## src/rtl/lrts_pkg.sv

```systemverilog
package lrts_pkg;

  localparam int MAX_PROCS = 16;
  localparam int TIME_BITS = 16;

  localparam int SLOT_W = (MAX_PROCS > 1) ? $clog2(MAX_PROCS) : 1;
  localparam int CNT_W  = $clog2(MAX_PROCS + 1);
  localparam int FLD_W  = 16;
  localparam int ID_W   = 8;
  // Common width for comparing clock values against 16-bit fields
  localparam int XW     = (TIME_BITS > FLD_W) ? TIME_BITS : FLD_W;

  localparam logic [TIME_BITS-1:0] TIME_MAX = {TIME_BITS{1'b1}};

  localparam logic FUNC_LOAD = 1'b0;
  localparam logic FUNC_TICK = 1'b1;

  typedef struct packed {
    logic [ID_W-1:0]  id;
    logic [FLD_W-1:0] arrival;
    logic [FLD_W-1:0] burst;
    logic [FLD_W-1:0] remain;
  } slot_entry_t;

  typedef struct packed {
    logic              vld;
    logic [SLOT_W-1:0] slot;
    slot_entry_t       entry;
  } pick_cand_t;

  typedef struct packed {
    logic              found;
    logic [SLOT_W-1:0] slot;
    slot_entry_t       entry;
  } pick_result_t;

  function automatic logic [XW-1:0] sat_sub(input logic [XW-1:0] a, input logic [XW-1:0] b);
    return (a > b) ? (a - b) : '0;
  endfunction

endpackage

```

## src/rtl/lrts_in_if.sv

```systemverilog
interface lrts_in_if;
  import lrts_pkg::*;

  logic             valid;
  logic             ready;
  logic             func;
  logic [ID_W-1:0]  process_id;
  logic [FLD_W-1:0] arrival_time;
  logic [FLD_W-1:0] burst_time;

  modport source(output valid, func, process_id, arrival_time, burst_time, input ready);
  modport sink(input valid, func, process_id, arrival_time, burst_time, output ready);
endinterface

```

## src/rtl/lrts_out_if.sv

```systemverilog
interface lrts_out_if;
  import lrts_pkg::*;

  logic             valid;
  logic             ready;
  logic [ID_W-1:0]  running_id;
  logic             idle;
  logic [FLD_W-1:0] time_after;
  logic             finished;
  logic [FLD_W-1:0] wait_ticks;
  logic [FLD_W-1:0] turnaround_ticks;
  logic             all_done;

  modport source(output valid, running_id, idle, time_after, finished, wait_ticks,
                 turnaround_ticks, all_done, input ready);
  modport sink(input valid, running_id, idle, time_after, finished, wait_ticks,
               turnaround_ticks, all_done, output ready);
endinterface

```

## src/rtl/lrts_pick.sv

```systemverilog
module lrts_pick (
  input  logic                   clk,
  input  logic                   rst_n,
  input  logic                   clear,
  input  lrts_pkg::pick_cand_t   cand,
  input  logic [lrts_pkg::TIME_BITS-1:0] now,
  output lrts_pkg::pick_result_t result
);
  import lrts_pkg::*;

  logic              found_r;
  logic [SLOT_W-1:0] slot_r;
  slot_entry_t       entry_r;
  logic              take;

  // Strictly greater keeps the lowest slot on a tie; best starts at zero
  assign take = cand.vld
             && (XW'(cand.entry.arrival) <= XW'(now))
             && (cand.entry.remain != '0)
             && (!found_r || (cand.entry.remain > entry_r.remain));

  always_ff @(posedge clk) begin
    if (!rst_n || clear) begin
      found_r <= 1'b0;
    end else if (take) begin
      found_r <= 1'b1;
    end
  end

  always_ff @(posedge clk) begin
    if (take) begin
      slot_r  <= cand.slot;
      entry_r <= cand.entry;
    end
  end

  assign result.found = found_r;
  assign result.slot  = slot_r;
  assign result.entry = entry_r;
endmodule

```

## src/rtl/longest_remaining_time_scheduler_top.sv

```systemverilog
// Load transaction: written straight into the slot table while there is a free slot, no result.
// Tick transaction: the slot table is scanned, the picked slot written back and the result
// registered; the single read port of the slot table is walked one slot per cycle, and no new
// transaction is taken until the result has been placed in the result register.
// Reset (synchronous, active low) clears slot count, done count, time and the sequencer;
// the slot table itself is not cleared, only slots below the slot count are ever used.
module longest_remaining_time_scheduler_top (
  input  logic clk,
  input  logic rst_n,
  lrts_in_if.sink    in_ch,
  lrts_out_if.source out_ch
);
  import lrts_pkg::*;

  typedef enum logic [1:0] {
    ST_IDLE,
    ST_SCAN,
    ST_UPDATE,
    ST_EMIT
  } state_t;

  state_t state_r;

  // Slot table: one write port, one registered read port
  slot_entry_t mem [MAX_PROCS];
  slot_entry_t rd_data_r;
  logic              wr_en;
  logic [SLOT_W-1:0] wr_addr;
  slot_entry_t       wr_data;

  logic [CNT_W-1:0]     slot_count_r;
  logic [CNT_W-1:0]     done_count_r;
  logic [TIME_BITS-1:0] now_r;
  logic [CNT_W-1:0]     idx_r;
  logic              rd_vld_r;
  logic [SLOT_W-1:0] rd_slot_r;

  // Per-tick outcome, held between update and emit
  logic             tk_idle_r;
  logic             tk_fin_r;
  logic [ID_W-1:0]  tk_id_r;
  logic [XW-1:0]    tk_turn_r;
  logic [FLD_W-1:0] tk_burst_r;

  // Result register
  logic             out_valid_r;
  logic [ID_W-1:0]  out_id_r;
  logic             out_idle_r;
  logic [FLD_W-1:0] out_time_r;
  logic             out_fin_r;
  logic [FLD_W-1:0] out_wait_r;
  logic [FLD_W-1:0] out_turn_r;
  logic             out_done_r;

  logic in_fire;
  logic load_ok;
  logic scan_more;
  pick_cand_t   cand;
  pick_result_t pick;

  logic [TIME_BITS-1:0] now_inc;
  logic [FLD_W-1:0]     rem_dec;
  logic                 fin_now;
  logic [XW-1:0]        turn_now;
  logic [XW-1:0]        wait_now;

  assign in_ch.ready = (state_r == ST_IDLE);
  assign in_fire     = in_ch.valid && in_ch.ready;
  assign load_ok     = in_fire && (in_ch.func == FUNC_LOAD) && (slot_count_r < CNT_W'(MAX_PROCS));
  assign scan_more   = (idx_r < slot_count_r);

  // Time saturates at the top of its range; work still runs
  assign now_inc  = (now_r == TIME_MAX) ? now_r : now_r + 1'b1;
  assign rem_dec  = pick.entry.remain - 1'b1;
  assign fin_now  = pick.found && (rem_dec == '0);
  assign turn_now = sat_sub(XW'(now_inc), XW'(pick.entry.arrival));
  assign wait_now = sat_sub(tk_turn_r, XW'(tk_burst_r));

  // Write port: loads in idle, write-back of the picked slot in update.
  // Read data is used only while scanning, so no write can overlap a read in use.
  always_comb begin
    wr_en   = 1'b0;
    wr_addr = slot_count_r[SLOT_W-1:0];
    wr_data = pick.entry;
    if (state_r == ST_IDLE) begin
      wr_en          = load_ok;
      wr_data.id      = in_ch.process_id;
      wr_data.arrival = in_ch.arrival_time;
      wr_data.burst   = in_ch.burst_time;
      wr_data.remain  = in_ch.burst_time;
    end else if (state_r == ST_UPDATE) begin
      wr_en          = pick.found;
      wr_addr        = pick.slot;
      wr_data.remain = rem_dec;
    end
  end

  always_ff @(posedge clk) begin
    if (wr_en) begin
      mem[wr_addr] <= wr_data;
    end
    rd_data_r <= mem[idx_r[SLOT_W-1:0]];
  end

  assign cand.vld   = rd_vld_r;
  assign cand.slot  = rd_slot_r;
  assign cand.entry = rd_data_r;

  lrts_pick u_pick (
    .clk    (clk),
    .rst_n  (rst_n),
    .clear  (in_fire && (in_ch.func == FUNC_TICK)),
    .cand   (cand),
    .now    (now_r),
    .result (pick)
  );

  always_ff @(posedge clk) begin
    if (!rst_n) begin
      state_r      <= ST_IDLE;
      slot_count_r <= '0;
      done_count_r <= '0;
      now_r        <= '0;
      idx_r        <= '0;
      rd_vld_r     <= 1'b0;
      out_valid_r  <= 1'b0;
    end else begin
      // Drop the taken result; in emit the result register is refilled instead
      if (out_valid_r && out_ch.ready && (state_r != ST_EMIT)) begin
        out_valid_r <= 1'b0;
      end
      case (state_r)
        ST_IDLE: begin
          idx_r    <= '0;
          rd_vld_r <= 1'b0;
          if (load_ok) begin
            slot_count_r <= slot_count_r + 1'b1;
            // Zero burst counts as finished at once and never runs
            if (in_ch.burst_time == '0) begin
              done_count_r <= done_count_r + 1'b1;
            end
          end
          if (in_fire && (in_ch.func == FUNC_TICK)) begin
            state_r <= ST_SCAN;
          end
        end
        ST_SCAN: begin
          // Issue one read per cycle; the picker sees the registered read data on the next cycle
          rd_vld_r  <= scan_more;
          rd_slot_r <= idx_r[SLOT_W-1:0];
          if (scan_more) begin
            idx_r <= idx_r + 1'b1;
          end else if (!rd_vld_r) begin
            state_r <= ST_UPDATE;
          end
        end
        ST_UPDATE: begin
          now_r      <= now_inc;
          tk_idle_r  <= !pick.found;
          tk_fin_r   <= fin_now;
          tk_id_r    <= pick.found ? pick.entry.id : '0;
          tk_turn_r  <= turn_now;
          tk_burst_r <= pick.entry.burst;
          if (fin_now) begin
            done_count_r <= done_count_r + 1'b1;
          end
          state_r <= ST_EMIT;
        end
        ST_EMIT: begin
          // Hold until the result register is free
          if (!out_valid_r || out_ch.ready) begin
            out_valid_r <= 1'b1;
            out_id_r    <= tk_id_r;
            out_idle_r  <= tk_idle_r;
            out_time_r  <= FLD_W'(XW'(now_r));
            out_fin_r   <= tk_fin_r;
            out_wait_r  <= tk_fin_r ? FLD_W'(wait_now) : '0;
            out_turn_r  <= tk_fin_r ? FLD_W'(tk_turn_r) : '0;
            out_done_r  <= (done_count_r == slot_count_r);
            state_r     <= ST_IDLE;
          end
        end
        default: begin
          state_r <= ST_IDLE;
        end
      endcase
    end
  end

  assign out_ch.valid            = out_valid_r;
  assign out_ch.running_id       = out_id_r;
  assign out_ch.idle             = out_idle_r;
  assign out_ch.time_after       = out_time_r;
  assign out_ch.finished         = out_fin_r;
  assign out_ch.wait_ticks       = out_wait_r;
  assign out_ch.turnaround_ticks = out_turn_r;
  assign out_ch.all_done         = out_done_r;
endmodule

```

## src/flat_wrapper.sv

```systemverilog
// flat-port wrapper written by rule: the top's interface ports become plain ports
module longest_remaining_time_scheduler_top_flat import lrts_pkg::*;
  (clk, rst_n, in_ch_valid, in_ch_func, in_ch_process_id, in_ch_arrival_time, in_ch_burst_time, in_ch_ready, out_ch_valid, out_ch_running_id, out_ch_idle, out_ch_time_after, out_ch_finished, out_ch_wait_ticks, out_ch_turnaround_ticks, out_ch_all_done, out_ch_ready);
  lrts_in_if in_ch_i ();
  lrts_out_if out_ch_i ();
  input  logic clk;
  input  logic rst_n;
  input wire logic [$bits(in_ch_i.valid)-1:0] in_ch_valid;
  input wire logic [$bits(in_ch_i.func)-1:0] in_ch_func;
  input wire logic [$bits(in_ch_i.process_id)-1:0] in_ch_process_id;
  input wire logic [$bits(in_ch_i.arrival_time)-1:0] in_ch_arrival_time;
  input wire logic [$bits(in_ch_i.burst_time)-1:0] in_ch_burst_time;
  output wire logic [$bits(in_ch_i.ready)-1:0] in_ch_ready;
  output wire logic [$bits(out_ch_i.valid)-1:0] out_ch_valid;
  output wire logic [$bits(out_ch_i.running_id)-1:0] out_ch_running_id;
  output wire logic [$bits(out_ch_i.idle)-1:0] out_ch_idle;
  output wire logic [$bits(out_ch_i.time_after)-1:0] out_ch_time_after;
  output wire logic [$bits(out_ch_i.finished)-1:0] out_ch_finished;
  output wire logic [$bits(out_ch_i.wait_ticks)-1:0] out_ch_wait_ticks;
  output wire logic [$bits(out_ch_i.turnaround_ticks)-1:0] out_ch_turnaround_ticks;
  output wire logic [$bits(out_ch_i.all_done)-1:0] out_ch_all_done;
  input wire logic [$bits(out_ch_i.ready)-1:0] out_ch_ready;
  assign in_ch_i.valid = in_ch_valid;
  assign in_ch_i.func = in_ch_func;
  assign in_ch_i.process_id = in_ch_process_id;
  assign in_ch_i.arrival_time = in_ch_arrival_time;
  assign in_ch_i.burst_time = in_ch_burst_time;
  assign in_ch_ready = in_ch_i.ready;
  assign out_ch_valid = out_ch_i.valid;
  assign out_ch_running_id = out_ch_i.running_id;
  assign out_ch_idle = out_ch_i.idle;
  assign out_ch_time_after = out_ch_i.time_after;
  assign out_ch_finished = out_ch_i.finished;
  assign out_ch_wait_ticks = out_ch_i.wait_ticks;
  assign out_ch_turnaround_ticks = out_ch_i.turnaround_ticks;
  assign out_ch_all_done = out_ch_i.all_done;
  assign out_ch_i.ready = out_ch_ready;
  longest_remaining_time_scheduler_top u_core (.clk(clk), .rst_n(rst_n), .in_ch(in_ch_i), .out_ch(out_ch_i));
endmodule
```

## config.mk

```make
export PLATFORM = sky130hd
export DESIGN_NAME = longest_remaining_time_scheduler_top_flat
export DESIGN_NICKNAME = d
export VERILOG_FILES = /design/src/rtl/lrts_pkg.sv /design/src/rtl/lrts_in_if.sv /design/src/rtl/lrts_out_if.sv /design/src/rtl/lrts_pick.sv /design/src/rtl/longest_remaining_time_scheduler_top.sv /design/src/flat_wrapper.sv
export SDC_FILE = /design/constraint.sdc
export NUM_CORES = 1
export LEC_CHECK = 0
export BUFFER_PORTS_ARGS = -buffer_cell sky130_fd_sc_hd__buf_2
export CAP_MARGIN = 20
export CORE_ASPECT_RATIO = 1.25
export CORE_UTILIZATION = 50
export DETAILED_ROUTE_END_ITERATION = 12
export PLACE_DENSITY = 0.69
export SYNTH_ARGS = -nofsm -noshare
export SYNTH_HDL_FRONTEND = slang
export SYNTH_SLANG_ARGS = --single-unit
```

## constraint.sdc

```tcl
create_clock -name clk -period 6.92 [get_ports clk]
set_clock_uncertainty 0.2 [all_clocks]
set_input_delay 1.038 -clock clk [delete_from_list [all_inputs] [get_ports clk]]
set_output_delay 1.038 -clock clk [all_outputs]
set_load 0.005 [all_outputs]
```

==> results.tsv <==
metric	value	unit
pwr-share-clk	34.9	%
grt.total_usage	22.5	%
rsz0062_at_grt	no	
internal_power	12.9	mW
yosysWarnings	0	
synth_area	45600	um^2
ir_worst_vdd	0.244	mV
seqCellArea	33700	um^2
setup_tns	0	ps
drv_cap	0	
row_count	123	
start_util	50.6	%
hp-class	reg -> reg	
grt_pass1_wl	153000	um
final-setup-viol-count	0	
dpl.hpwl	61900	um
combPwrFrac	13.5	%
synth_cell_types	65	
gp_congestion	0.864	
layout_commonest_cell	edfxtp_1	
p_sw_share	24.7	%
max_freq	0.200	GHz
fin_crit	5010	ps
power_density	331	nW/um^2
synth_edf_count	1061	
grt.busiest_layer	met2	
via_count	23000	
slew_violations	0	
cts_resized	0	
synthCells	2370	
max_slew_margin	25.5	%
overflow	0	
cp_max_fo	16	
routedWlPerCell	26.6	um
portBuffers	105	
first_global_vias	23600	
multi_input_comb_area	11300	um^2
dieWidth	272	um
num-nets-final	2697	
syn_to_final_growth	13.6	%
ys_ff_latch	1153	
cts_root_buf	clkbuf_16	
cts_tree	built	
routed_wl	102000	um
fillCellCount	6705	
p_seq_share	51.6	%
cts_setup_buffers	0	
whs	204	ps
postCtsHoldBufs	0	
syn-mean-instance-area	19.2	um^2
antenna_found_initial	3	
seq_area_frac_synth	73.9	%
p_switching	4.23	mW
drive_gt1_share	25.3	%
synth_fp_nets	2495	
numCtsBuffers	107	
insertion_delay	690	ps
power.leakage	16.6	nW
end_kind	register	
grt.met3_usage	3.23	%
die_y	340	um
drtAntennaViolNets	0	
dr.pass1.iters	6	
setup.worst_path.class	reg -> reg	
fin_crit_sh	72.4	%
avgViaCountPerCell	5.97	
worstMarginPinSlew	1120	ps
grt_max_degree	116	
numClockSinks	1153	
use_met2	38.0	%
outcome	complete, no violations	
cts.path.max_buffers	3	
path_clk_slew	60	ps
worst_setup_path_start_kind	register	
async_reset_ff_share	0	%
synthFlopType	edfxtp_1	
die_area	92400	um^2
core-area	90200	um^2
final_cell_mix	edfxtp_1 (1061), mux4_2 (280), buf_2 (109), clkbuf_16 (107), inv_1 (100)	
crit_arrival	5220	ps
met1_usage	31.3	%
h-tree-depth	3	
drc_errors	0	
drtIter0Drc	2066	
required	7130	ps
finalHoldViolCount	0	
io_pins	106	
final cells by class:
cell class                 count  share of cell area (%)
sequential                  1153                    65.1
timing repair buffer         188                    2.46
clock buffer                 147                    5.62
clock inverter                54                    1.38
antenna                        1                 0.00483
multi-input combinational   1022                    21.8
inverter                     100                   0.725
tap                         1187                    2.87
routing by layer:
metal	part of all wire, %	up-vias
li1	-	9956
met1	41	12100
met2	51	822
met3	6.2	134
met4	1.8	0
met5	0	-
cell usage after synthesis (27+ instances only):
cell / n / area [um^2]
nand2_1: 72 / 270
nor3_1: 31 / 155
a21oi_1: 60 / 300
and2_1: 30 / 188
ha_1: 78 / 976
nand3_1: 27 / 135
dfxtp_1: 92 / 1840
clkbuf_1: 68 / 255
inv_1: 100 / 375
mux4_2: 280 / 6310
nor2_1: 107 / 402
xnor2_1: 48 / 420
edfxtp_1: 1061 / 31900
o21ai_0: 84 / 420
logic make-up after synthesis:
kind of cell	Yosys count	share of synthesized area, %
AO/OA/AOI/OAI	216	2.78
XOR/XNOR	59	1.13
adder cells (fa/ha/maj)	80	2.23
buffers and inverters	195	1.66
flip-flops	1153	73.9
multiplexers	293	14.1
AND/OR/NAND/NOR	374	4.14
worst paths after layout:
path	cells after the start	end	slack, ps	start
max	14	u_core.tk_turn_r[3]	1910	u_core.now_r[5]
min reg2reg	0	u_core.u_pick.result[17]	200	u_core.cand[17]
min	0	u_core.u_pick.result[17]	200	u_core.cand[17]
max reg2reg	14	u_core.tk_turn_r[3]	1910	u_core.now_r[5]
critical path, cell delays in order, from the launching register on:
cell,delay (ps)
dfxtp_1,460
nand4_1,310
nor4_2,590
nand4_1,520
xnor2_1,310
ha_1,200
inv_1,60
fa_1,440
a211oi_1,340
o21ai_0,180
a21oi_1,300
o21ai_0,140
o211ai_1,100
a21bo_1,470
nor2_1,110
power groups by stage:
stage	Sequential (mW)	Clock, mW	Combinational, mW
after global placement	8.99	0	2.17
after floorplan	8.96	0	1.36
after global routing	8.87	6.34	2.53
after CTS	8.85	6.09	2.33
final	8.85	5.99	2.32
after detailed placement	9.00	0	2.32
flip-flops by register name, indices dropped and copies added, names as in the netlist, 4 cells and up:
name and count:
u_core.out_ch.wait_ticks 16, u_core.tk_turn_r 16, u_core.rd_slot_r 4, u_core.out_ch.time_after 16, u_core.now_r 16, u_core.slot_count_r 5
u_core.tk_burst_r 16, u_core.done_count_r 5, u_core.idx_r 5, u_core.cand 56, u_core.out_ch.turnaround_ticks 16, u_core.u_pick.slot_r 4
u_core.out_ch.running_id 8, u_core.mem 896, u_core.u_pick.result 56, u_core.tk_id_r 8
metrics by stage:
stage / instances / setup slack, ps / power (mW) / area [um^2] / util, %
after detailed placement: 3647 / 1990 / 11.3 / 48100 / 53.4
after floorplan: 2370 / 2.91 / 10.3 / 45600 / -
after CTS: 3848 / 1950 / 17.3 / 51700 / 57.4
after global placement: 3636 / 2080 / 11.2 / 48000 / 53.2
final: 3852 / 1910 / 17.2 / 51800 / 57.4
after global routing: 3851 / 1520 / 17.7 / 51800 / 57.4
(Power assumes the default switching activity.)
